**config.mk**
```make
export PLATFORM = sky130hd
export DESIGN_NAME = sd_card_spi_init_and_block_read
export DESIGN_NICKNAME = d
export VERILOG_FILES = /design/src/rtl/sdspi_pkg.sv /design/src/rtl/sd_card_spi_init_and_block_read.sv
export SDC_FILE = /design/constraint.sdc
export NUM_CORES = 1
export LEC_CHECK = 0
export BUFFER_PORTS_ARGS = -buffer_cell sky130_fd_sc_hd__buf_2
export CORE_MARGIN = 2
export CORE_UTILIZATION = 56
export CTS_CLUSTER_DIAMETER = 40
export DETAILED_ROUTE_END_ITERATION = 6
export PLACE_DENSITY = 0.78
export SLEW_MARGIN = 20
export SYNTH_ARGS = -nofsm -noshare
export SYNTH_HDL_FRONTEND = slang
export SYNTH_SLANG_ARGS = --single-unit
```
**constraint.sdc**
```tcl
create_clock -name clk -period 3.8 [get_ports clk]
set_input_delay 0.38 -clock clk [delete_from_list [all_inputs] [get_ports clk]]
set_output_delay 0.38 -clock clk [all_outputs]
set_load 0.005 [all_outputs]
```
**src/rtl/sdspi_pkg.sv**
```systemverilog
// ----------------------------------------------------------------------------
// sdspi_pkg: shared types and constants
// Phase codes, command opcodes, card kind bits and the frame byte function.
// ----------------------------------------------------------------------------
`default_nettype none
package sdspi_pkg;

  localparam int unsigned BlockBytes = 512;
  localparam int unsigned DummyBytes = 10;

  localparam logic [3:0] KIND_MMC   = 4'h1;
  localparam logic [3:0] KIND_SD1   = 4'h2;
  localparam logic [3:0] KIND_SD2   = 4'h4;
  localparam logic [3:0] KIND_BLOCK = 4'h8;

  localparam logic [7:0] OP_GO_IDLE  = 8'h40;
  localparam logic [7:0] OP_MMC_INIT = 8'h41;
  localparam logic [7:0] OP_IF_COND  = 8'h48;
  localparam logic [7:0] OP_BLOCKLEN = 8'h50;
  localparam logic [7:0] OP_READ_ONE = 8'h51;
  localparam logic [7:0] OP_APP      = 8'h77;
  localparam logic [7:0] OP_READ_OCR = 8'h7A;
  localparam logic [7:0] OP_SD_INIT  = 8'hE9;

  localparam logic [1:0] REQ_INIT = 2'd0;
  localparam logic [1:0] REQ_READ = 2'd1;
  localparam logic [1:0] REQ_BYTE = 2'd2;

  localparam logic [1:0] REG_RESP_POLLS  = 2'd0;
  localparam logic [1:0] REG_SD2_RETRIES = 2'd1;
  localparam logic [1:0] REG_LEG_RETRIES = 2'd2;
  localparam logic [1:0] REG_TOKEN_POLLS = 2'd3;

  typedef enum logic [15:0] {
    P_IDLE     = 16'h0001,
    P_DUMMY    = 16'h0002,
    P_CMD0     = 16'h0004,
    P_CMD8     = 16'h0008,
    P_R7       = 16'h0010,
    P_SD2_WAIT = 16'h0020,
    P_CMD58    = 16'h0040,
    P_OCR      = 16'h0080,
    P_PROBE    = 16'h0100,
    P_LEG_WAIT = 16'h0200,
    P_CMD16    = 16'h0400,
    P_CMD17    = 16'h0800,
    P_TOKEN    = 16'h1000,
    P_DATA     = 16'h2000,
    P_CRC      = 16'h4000,
    P_RELEASE  = 16'h8000
  } phase_t;

  typedef struct packed {
    logic       xfer;
    logic [7:0] tx;
    logic       cs;
    logic       dv;
    logic [7:0] db;
    logic       done;
    logic       st;
    logic [3:0] ct;
  } result_t;

  // Byte of a command frame at a given position.
  function automatic logic [7:0] frame_byte(input logic [3:0] pos, input logic [7:0] idx,
                                            input logic [31:0] arg);
    logic [7:0] b;
    case (pos)
      4'd2: b = idx;
      4'd3: b = arg[31:24];
      4'd4: b = arg[23:16];
      4'd5: b = arg[15:8];
      4'd6: b = arg[7:0];
      4'd7: b = (idx == OP_GO_IDLE) ? 8'h95 : (idx == OP_IF_COND) ? 8'h87 : 8'h01;
      default: b = 8'hFF;
    endcase
    return b;
  endfunction

endpackage
`default_nettype wire

```
**src/rtl/sd_card_spi_init_and_block_read.sv**
```systemverilog
// ----------------------------------------------------------------------------
// sd_card_spi_init_and_block_read: SD/MMC SPI-mode byte sequencer
// Card initialization and single-block reads, one SPI byte per beat.
// ----------------------------------------------------------------------------
// Every accepted input beat is handled in the cycle it is taken, and its
// result beat is held in an output register, so the block accepts one beat
// per clock whenever the output register is empty or being drained. Each
// transfer result asks the host for one SPI byte; the received byte comes
// back as the next input beat with req_type 2. Requests that cause no result
// (busy start requests, stray bytes) are absorbed without an output beat.
`default_nettype none
module sd_card_spi_init_and_block_read (
  input  wire logic        clk,
  input  wire logic        rst_n,
  input  wire logic        cfg_we,
  input  wire logic [1:0]  cfg_index,
  input  wire logic [15:0] cfg_data,
  input  wire logic        in_valid,
  output logic             in_stall,
  input  wire logic [1:0]  in_req_type,
  input  wire logic [31:0] in_lba,
  input  wire logic [7:0]  in_rx_byte,
  output logic             out_valid,
  input  wire logic        out_stall,
  output logic             out_xfer_request,
  output logic [7:0]       out_tx_byte,
  output logic             out_chip_select,
  output logic             out_data_valid,
  output logic [7:0]       out_data_byte,
  output logic             out_done_res,
  output logic             out_status,
  output logic [3:0]       out_card_type
);
  import sdspi_pkg::*;

  logic [7:0]  resp_polls_r;
  logic [15:0] sd2_retries_r, leg_retries_r, token_polls_r;

  phase_t      phase_r, phase_nxt;
  logic [9:0]  byte_count_r, byte_count_nxt;
  logic [15:0] poll_count_r, poll_count_nxt;
  logic [15:0] retry_count_r, retry_count_nxt;
  logic [7:0]  cmd_byte_r, cmd_byte_nxt;
  logic [31:0] cmd_arg_r, cmd_arg_nxt;
  logic [7:0]  last_resp_r, last_resp_nxt;
  logic [3:0]  card_kind_r, card_kind_nxt;
  logic [9:0]  echo_r, echo_nxt;
  logic        app_r, app_nxt, busy_r, busy_nxt, is_read_r, is_read_nxt;
  logic        read_ok_r, read_ok_nxt;

  result_t     res_r, res;
  logic        out_valid_r, emit;
  logic        accept;

  assign in_stall  = out_valid_r & out_stall;
  assign accept    = in_valid & ~in_stall;
  assign out_valid = out_valid_r;

  always_ff @(posedge clk) begin
    if (!rst_n) begin
      resp_polls_r  <= 8'd10;
      sd2_retries_r <= 16'h3000;
      leg_retries_r <= 16'h7000;
      token_polls_r <= 16'd30000;
    end else if (cfg_we) begin
      unique case (cfg_index)
        REG_RESP_POLLS:  resp_polls_r  <= cfg_data[7:0];
        REG_SD2_RETRIES: sd2_retries_r <= cfg_data;
        REG_LEG_RETRIES: leg_retries_r <= cfg_data;
        REG_TOKEN_POLLS: token_polls_r <= cfg_data;
        default: ;
      endcase
    end
  end

  always_comb begin
    logic [7:0]  rx, idx, rsp, fin_op;
    logic [31:0] arg, fin_arg;
    logic [15:0] plim, tlim, k, echo_inc;
    logic        fin, start, rel, r7go, fin_app;
    phase_t      fin_ph;

    phase_nxt = phase_r; byte_count_nxt = byte_count_r; poll_count_nxt = poll_count_r;
    retry_count_nxt = retry_count_r; cmd_byte_nxt = cmd_byte_r; cmd_arg_nxt = cmd_arg_r;
    last_resp_nxt = last_resp_r; card_kind_nxt = card_kind_r; echo_nxt = echo_r;
    app_nxt = app_r; busy_nxt = busy_r; is_read_nxt = is_read_r; read_ok_nxt = read_ok_r;
    res = '0; emit = 1'b0;
    rx = in_rx_byte; rsp = 8'h00;
    fin = 1'b0; start = 1'b0; rel = 1'b0; r7go = 1'b0;
    fin_op = 8'h00; fin_arg = '0; fin_ph = P_IDLE; fin_app = 1'b0;
    plim = (resp_polls_r == 8'd0) ? 16'd1 : {8'd0, resp_polls_r};
    tlim = (token_polls_r == 16'd0) ? 16'd1 : token_polls_r;
    k = {6'd0, echo_r};
    echo_inc = k + 16'd1;
    idx = 8'h00; arg = '0;

    if (in_req_type == REQ_INIT && phase_r == P_IDLE) begin
      emit = 1'b1;
      is_read_nxt = 1'b0; read_ok_nxt = 1'b0; card_kind_nxt = '0;
      byte_count_nxt = '0; phase_nxt = P_DUMMY;
      res.xfer = 1'b1; res.tx = 8'hFF;
    end else if (in_req_type == REQ_READ && phase_r == P_IDLE) begin
      emit = 1'b1;
      is_read_nxt = 1'b1; read_ok_nxt = 1'b0;
      start = 1'b1; fin_op = OP_READ_ONE; fin_ph = P_CMD17;
      fin_arg = card_kind_r[3] ? in_lba : {in_lba[22:0], 9'd0};
    end else if (in_req_type == REQ_BYTE && phase_r != P_IDLE) begin
      emit = 1'b1;
      if (busy_r) begin
        if (byte_count_r < 10'd8) begin
          byte_count_nxt = byte_count_r + 10'd1;
        end else begin
          poll_count_nxt = poll_count_r + 16'd1;
          if (!(rx[7] && poll_count_nxt < plim)) begin
            if (app_r) begin
              app_nxt = 1'b0;
              if (rx > 8'd1) begin
                fin = 1'b1;
              end else begin
                byte_count_nxt = '0; poll_count_nxt = '0;
              end
            end else begin
              fin = 1'b1;
            end
          end
        end
        if (!fin) begin
          // Continue the current frame or polling.
          idx = app_nxt ? OP_APP : {1'b0, cmd_byte_r[6:0]};
          arg = app_nxt ? 32'd0 : cmd_arg_r;
          res.xfer = 1'b1; res.tx = frame_byte(byte_count_nxt[3:0], idx, arg);
          res.cs = (byte_count_nxt != 10'd0);
        end
      end else begin
        unique case (phase_r)
          P_DUMMY: begin
            byte_count_nxt = byte_count_r + 10'd1;
            if (byte_count_nxt >= 10'(DummyBytes)) begin
              start = 1'b1; fin_op = OP_GO_IDLE; fin_ph = P_CMD0;
            end else begin
              res.xfer = 1'b1; res.tx = 8'hFF;
            end
          end
          P_R7: begin
            echo_nxt = echo_inc[9:0];
            if (k == 16'd2) last_resp_nxt = rx;
            if (k < 16'd3) begin
              res.xfer = 1'b1; res.tx = 8'hFF; res.cs = 1'b1;
            end else if (last_resp_nxt == 8'h01 && rx == 8'hAA && sd2_retries_r != 16'd0) begin
              retry_count_nxt = '0;
              start = 1'b1; fin_op = OP_SD_INIT; fin_arg = 32'h4000_0000; fin_ph = P_SD2_WAIT;
            end else begin
              rel = 1'b1;
            end
          end
          P_OCR: begin
            echo_nxt = echo_inc[9:0];
            if (k == 16'd0) card_kind_nxt = KIND_SD2 | (rx[6] ? KIND_BLOCK : 4'h0);
            if (k >= 16'd3) rel = 1'b1;
            else begin
              res.xfer = 1'b1; res.tx = 8'hFF; res.cs = 1'b1;
            end
          end
          P_TOKEN: begin
            poll_count_nxt = poll_count_r + 16'd1;
            if (rx == 8'hFF && poll_count_nxt < tlim) begin
              res.xfer = 1'b1; res.tx = 8'hFF; res.cs = 1'b1;
            end else if (rx == 8'hFE) begin
              echo_nxt = '0; phase_nxt = P_DATA;
              res.xfer = 1'b1; res.tx = 8'hFF; res.cs = 1'b1;
            end else begin
              rel = 1'b1;
            end
          end
          P_DATA: begin
            res.dv = 1'b1; res.db = rx;
            echo_nxt = echo_inc[9:0];
            if (echo_inc >= 16'(BlockBytes)) begin
              echo_nxt = '0; phase_nxt = P_CRC;
            end
            res.xfer = 1'b1; res.tx = 8'hFF; res.cs = 1'b1;
          end
          P_CRC: begin
            echo_nxt = echo_inc[9:0];
            if (echo_inc >= 16'd2) begin
              read_ok_nxt = 1'b1; rel = 1'b1;
            end else begin
              res.xfer = 1'b1; res.tx = 8'hFF; res.cs = 1'b1;
            end
          end
          P_RELEASE: begin
            phase_nxt = P_IDLE;
            res.done = 1'b1; res.ct = card_kind_r;
            res.st = ~(is_read_r ? read_ok_r : (card_kind_r != 4'h0));
          end
          default: rel = 1'b1;
        endcase
      end
    end

    // Command completion.
    if (fin) begin
      rsp = rx;
      busy_nxt = 1'b0;
      last_resp_nxt = rsp;
      unique case (phase_r)
        P_CMD0: begin
          if (rsp == 8'd1) begin
            start = 1'b1; fin_op = OP_IF_COND; fin_arg = 32'h1AA; fin_ph = P_CMD8;
          end else rel = 1'b1;
        end
        P_CMD8: begin
          if (rsp == 8'd1) begin
            r7go = 1'b1;
          end else begin
            start = 1'b1; fin_op = OP_SD_INIT; fin_ph = P_PROBE;
          end
        end
        P_SD2_WAIT: begin
          if (rsp == 8'd0) begin
            start = 1'b1; fin_op = OP_READ_OCR; fin_ph = P_CMD58;
          end else begin
            retry_count_nxt = retry_count_r + 16'd1;
            if (retry_count_nxt >= sd2_retries_r) rel = 1'b1;
            else begin
              start = 1'b1; fin_op = OP_SD_INIT; fin_arg = 32'h4000_0000;
              fin_ph = P_SD2_WAIT;
            end
          end
        end
        P_CMD58: begin
          if (rsp == 8'd0) begin
            echo_nxt = '0; phase_nxt = P_OCR;
            res.xfer = 1'b1; res.tx = 8'hFF; res.cs = 1'b1;
          end else rel = 1'b1;
        end
        P_PROBE: begin
          card_kind_nxt = (rsp <= 8'd1) ? KIND_SD1 : KIND_MMC;
          retry_count_nxt = '0;
          if (leg_retries_r == 16'd0) begin
            card_kind_nxt = '0; rel = 1'b1;
          end else begin
            start = 1'b1; fin_ph = P_LEG_WAIT;
            fin_op = (rsp <= 8'd1) ? OP_SD_INIT : OP_MMC_INIT;
          end
        end
        P_LEG_WAIT: begin
          if (rsp == 8'd0) begin
            start = 1'b1; fin_op = OP_BLOCKLEN; fin_arg = 32'(BlockBytes); fin_ph = P_CMD16;
          end else begin
            retry_count_nxt = retry_count_r + 16'd1;
            if (retry_count_nxt >= leg_retries_r) begin
              card_kind_nxt = '0; rel = 1'b1;
            end else begin
              start = 1'b1; fin_op = cmd_byte_r; fin_ph = P_LEG_WAIT;
            end
          end
        end
        P_CMD16: begin
          if (rsp != 8'd0) card_kind_nxt = '0;
          rel = 1'b1;
        end
        P_CMD17: begin
          if (rsp == 8'd0) begin
            poll_count_nxt = '0; phase_nxt = P_TOKEN;
            res.xfer = 1'b1; res.tx = 8'hFF; res.cs = 1'b1;
          end else rel = 1'b1;
        end
        default: rel = 1'b1;
      endcase
      if (r7go) begin
        echo_nxt = '0; phase_nxt = P_R7;
        res.xfer = 1'b1; res.tx = 8'hFF; res.cs = 1'b1;
      end
    end

    if (start) begin
      fin_app = fin_op[7];
      cmd_byte_nxt = fin_op; cmd_arg_nxt = fin_arg; app_nxt = fin_app;
      byte_count_nxt = '0; poll_count_nxt = '0; busy_nxt = 1'b1; phase_nxt = fin_ph;
      // First frame byte is a deselected 0xFF.
      res.xfer = 1'b1; res.tx = 8'hFF; res.cs = 1'b0;
    end
    if (rel) begin
      busy_nxt = 1'b0; phase_nxt = P_RELEASE;
      res.xfer = 1'b1; res.tx = 8'hFF; res.cs = 1'b0;
    end
  end

  always_ff @(posedge clk) begin
    if (!rst_n) begin
      phase_r <= P_IDLE; byte_count_r <= '0; poll_count_r <= '0; retry_count_r <= '0;
      cmd_byte_r <= '0; cmd_arg_r <= '0; last_resp_r <= 8'hFF; card_kind_r <= '0;
      echo_r <= '0; app_r <= 1'b0; busy_r <= 1'b0; is_read_r <= 1'b0;
      read_ok_r <= 1'b0; out_valid_r <= 1'b0;
    end else begin
      if (accept && emit) out_valid_r <= 1'b1;
      else if (!out_stall) out_valid_r <= 1'b0;
      if (accept) begin
        phase_r <= phase_nxt; byte_count_r <= byte_count_nxt;
        poll_count_r <= poll_count_nxt; retry_count_r <= retry_count_nxt;
        cmd_byte_r <= cmd_byte_nxt; cmd_arg_r <= cmd_arg_nxt; last_resp_r <= last_resp_nxt;
        card_kind_r <= card_kind_nxt; echo_r <= echo_nxt; app_r <= app_nxt;
        busy_r <= busy_nxt; is_read_r <= is_read_nxt; read_ok_r <= read_ok_nxt;
      end
    end
  end

  always_ff @(posedge clk) begin
    if (accept && emit) res_r <= res;
  end

  assign out_xfer_request = res_r.xfer;
  assign out_tx_byte      = res_r.tx;
  assign out_chip_select  = res_r.cs;
  assign out_data_valid   = res_r.dv;
  assign out_data_byte    = res_r.db;
  assign out_done_res     = res_r.done;
  assign out_status       = res_r.st;
  assign out_card_type    = res_r.ct;

endmodule
`default_nettype wire
```
==> metrics.txt <==
latest clock arrival within the worst-skew pair=between 0.5 and 0.6 ns; Max VDD drop=0.302 mV; ANT nets after route=0; WHS=around 0.15 ns; Die ar.=24200 µm²; Chip Height=155 µm; post-route insts no fill=2145; endpoints failing setup=1; DR DRC count=2; violated checks=design-rule violations, negative setup slack; Mapped Avg Cell Area=7.73 µm²; Bufs on Longest Clock Path=3; Crit Path Class=flip-flop to flip-flop; Core Box Area=22600 µm²; Fill cells=roughly 1800; root buf cell=clkbuf_16; first-pass GRT wire length=66.6 mm; Starting Density=56.9%; Final Net Count=1963; setup ws final=-0.0553 ns; RSZ-0062 raised after global routing=yes; clock-pin transition on the worst setup and hold timing paths=0.05 ns; Critical Path End Type=flip-flop; CTS tree=yes; initial DRC count=1825; min cycle time layout=3.86 ns; type of the tightest min-delay check=primary input to flip-flop; gr ovfl total=0; layout cell share with drive strength beyond 1=roughly 22%; status=complete, but fails checks; total of max-cap violations=0; die width=approximately 160 µm; clock sinks=just over 200; Post-Place Cells=between 2000 and 2500; #FFs+latches synth=205; fin crit share=101%; fmax=259 MHz; I/O Pins=between 90 and 100; Synth cell types=83; all-layer global routing usage=between 30% and 40%; relative slew slack=a little over two fifths; port bufs=91; Power Dens Cells=377 nW/µm²; nature of the critical path startpoint=flip-flop; EDFF count, synth=25; largest net degree at the start of global routing=122; Via density=6.48; n_diodes=0; count of pins over their slew limit=0; worst slew pin tran=0.846 ns; skew final=0.0181 ns; initial antenna violation count=0; half-perimeter wire length after placement=30.2 mm; Critical Path Fanout Max=6; Ys Warns=0; Synth async-reset ratio=0%; CP arrival=4.24 ns; Critical Path RT=about 4.2 ns; Most used DFF post-synth=dfxtp_1; routability-driven placement congestion ratio=~1.0; Area Overhead vs Synth=24.4%; final WL=43.6 mm; Leak Pwr=6.51 nW; Final Hold Fails=0; vias in the first global route=12595; H-Tree Depth=2; TritonRoute pass-1 iters=7; mapped cell area=12800 µm²; Seq/Total Area, Yosys=33.9%; syn_nets=1787; via count=approximately 14000; Synth Instances=1661; wire per inst=roughly 20 µm; CTS Buf Count=34; Cell Rows=55
[layer usage]
layer,part of all wire [%],vias to the layer above,global-route usage (%),wire [µm]
met5,0,-,0,0
met4,3.4,0,12.0,1480
met3,10,133,5.96,4350
met2,46,803,54.4,20000
met1,41,6545,46.5,17800
li1,-,6428,-,-
[through the flow]
step | util, % | setup slack, ns | area, µm² | total power, W | setup TNS [ns]
after global routing | 70.8 | -0.118 | 16000 | 0.00620 | -1.28
final | 70.8 | -0.0553 | 16000 | 0.00602 | -0.0553
after floorplan | - | 0.0173 | 12800 | 0.00271 | 0
after detailed placement | 63.1 | -0.141 | 14300 | 0.00299 | -3.41
after CTS | 68.4 | 0.00767 | 15400 | 0.00598 | 0
after global placement | 63.1 | 0.0198 | 14200 | 0.00298 | 0
[cells by family after synthesis]
| group | count (synthesis) | share of synthesized area [%] |
|---|---|---|
| DFF | 205 | 33.9 |
| AOI/OAI and AO/OA | 466 | 23.1 |
| xor gates and xnor gates | 43 | 2.93 |
| muxes | 40 | 3.34 |
| and+or+nand+nor | 658 | 25.2 |
| buffers and inverters | 188 | 5.58 |
| adders and majority gates | 61 | 5.94 |
[final timing paths]
kind	from	to	slack [ns]	cells after the start
setup / recovery	retry_count_r[6]$_SDFFE_PN0P_	phase_r[8]$_SDFFE_PN0P_	-0.06	19
hold / removal	in_rx_byte[5]	last_resp_r[5]$_SDFFE_PN1P_	0.15	3
setup reg to reg	retry_count_r[6]$_SDFFE_PN0P_	phase_r[8]$_SDFFE_PN0P_	-0.06	19
hold reg to reg	cmd_arg_r[10]$_SDFFE_PN0P_	cmd_arg_r[10]$_SDFFE_PN0P_	0.45	2
[flip-flops by register name, summed over array words and instances, names as in the netlist, 10 cells and up]
register and cells:
byte_count_r 10, cmd_arg_r 32, echo_r 10, leg_retries_r 16
phase_r 16, poll_count_r 16, retry_count_r 16, sd2_retries_r 16
token_polls_r 16
[critical path, stage by stage, from the launching register on]
cell and delay (ns):
dfxtp_1 0.34, nand4_1 0.15, nor2_2 0.21, and3_4 0.25, and3_4 0.24, xor2_2 0.20, buf_4 0.14, ha_1 0.24
a21o_1 0.18, a21o_1 0.19, a21oi_2 0.17, o211ai_1 0.15, o2111ai_2 0.15, o211ai_2 0.13, and3b_2 0.25, buf_8 0.15
clkbuf_2 0.15, buf_4 0.15, nor3_1 0.21, nor2_1 0.08
[layout make-up]
type	instances	area (µm²)	area share, %
clock buffers	39	911	5.70
multi-input cells	1269	8150	51.0
clock inverters	20	198	1.24
inverters	85	320	2.01
well taps	285	357	2.23
flip-flops and latches	205	4360	27.3
repair buffers	242	1680	10.5
[cell usage after synthesis, drive strengths merged (33+ instances only)]
| master | count | area (µm²) |
|---|---|---|
| nand4 | 44 | 282 |
| ha | 61 | 763 |
| nor4 | 33 | 225 |
| nor3 | 41 | 210 |
| dfxtp | 180 | 3600 |
| nand3 | 68 | 340 |
| o21ai | 98 | 490 |
| a21oi | 175 | 876 |
| clkbuf | 89 | 334 |
| nand2 | 215 | 807 |
| nor2 | 134 | 503 |
| inv | 85 | 319 |
[where the power goes]
group          total [W]  switching [W]  internal (W)
clock network    0.00301        0.00113       0.00188
registers        0.00231      0.0000403       0.00227
logic           0.000707       0.000441      0.000266
total            0.00602        0.00161       0.00441
[layout by cell type (no fill, tap or decap), types with 10 or more instances in the layout]
cell | synthesis | routed
dfxtp_1 | 180 | 175
and2_1 | 16 | 15
xor2_1 | 18 | 15
a22oi_1 | 10 | 10
nor2_1 | 134 | 129
xnor2_1 | 25 | 22
and3_1 | 25 | 20
o211ai_1 | 23 | 23
nor3_1 | 40 | 34
a21oi_1 | 175 | 167
mux2_2 | 23 | 23
a31oi_1 | 14 | 13
a211oi_1 | 16 | 13
edfxtp_1 | 25 | 25
o21ai_0 | 76 | 72
nor4_1 | 30 | 26
buf_2 | 6 | 91
a21o_1 | 14 | 14
buf_4 | 1 | 140
nand4_1 | 43 | 43
nand2b_1 | 15 | 14
nand2_1 | 215 | 214
inv_1 | 85 | 84
o21ai_1 | 22 | 24
nand3_1 | 68 | 64
clkbuf_16 | 0 | 36
mux2i_1 | 17 | 17
ha_1 | 61 | 58
o21a_1 | 11 | 11
[repair_timing]
action,in CTS,in global routing
cloned,0,2
setup buffers,1,25
setup endpoints to repair,44,101
gates resized for setup,17,65
pin swaps,2,45
hold buffers,0,0
Power figures use the tool's default switching activity.
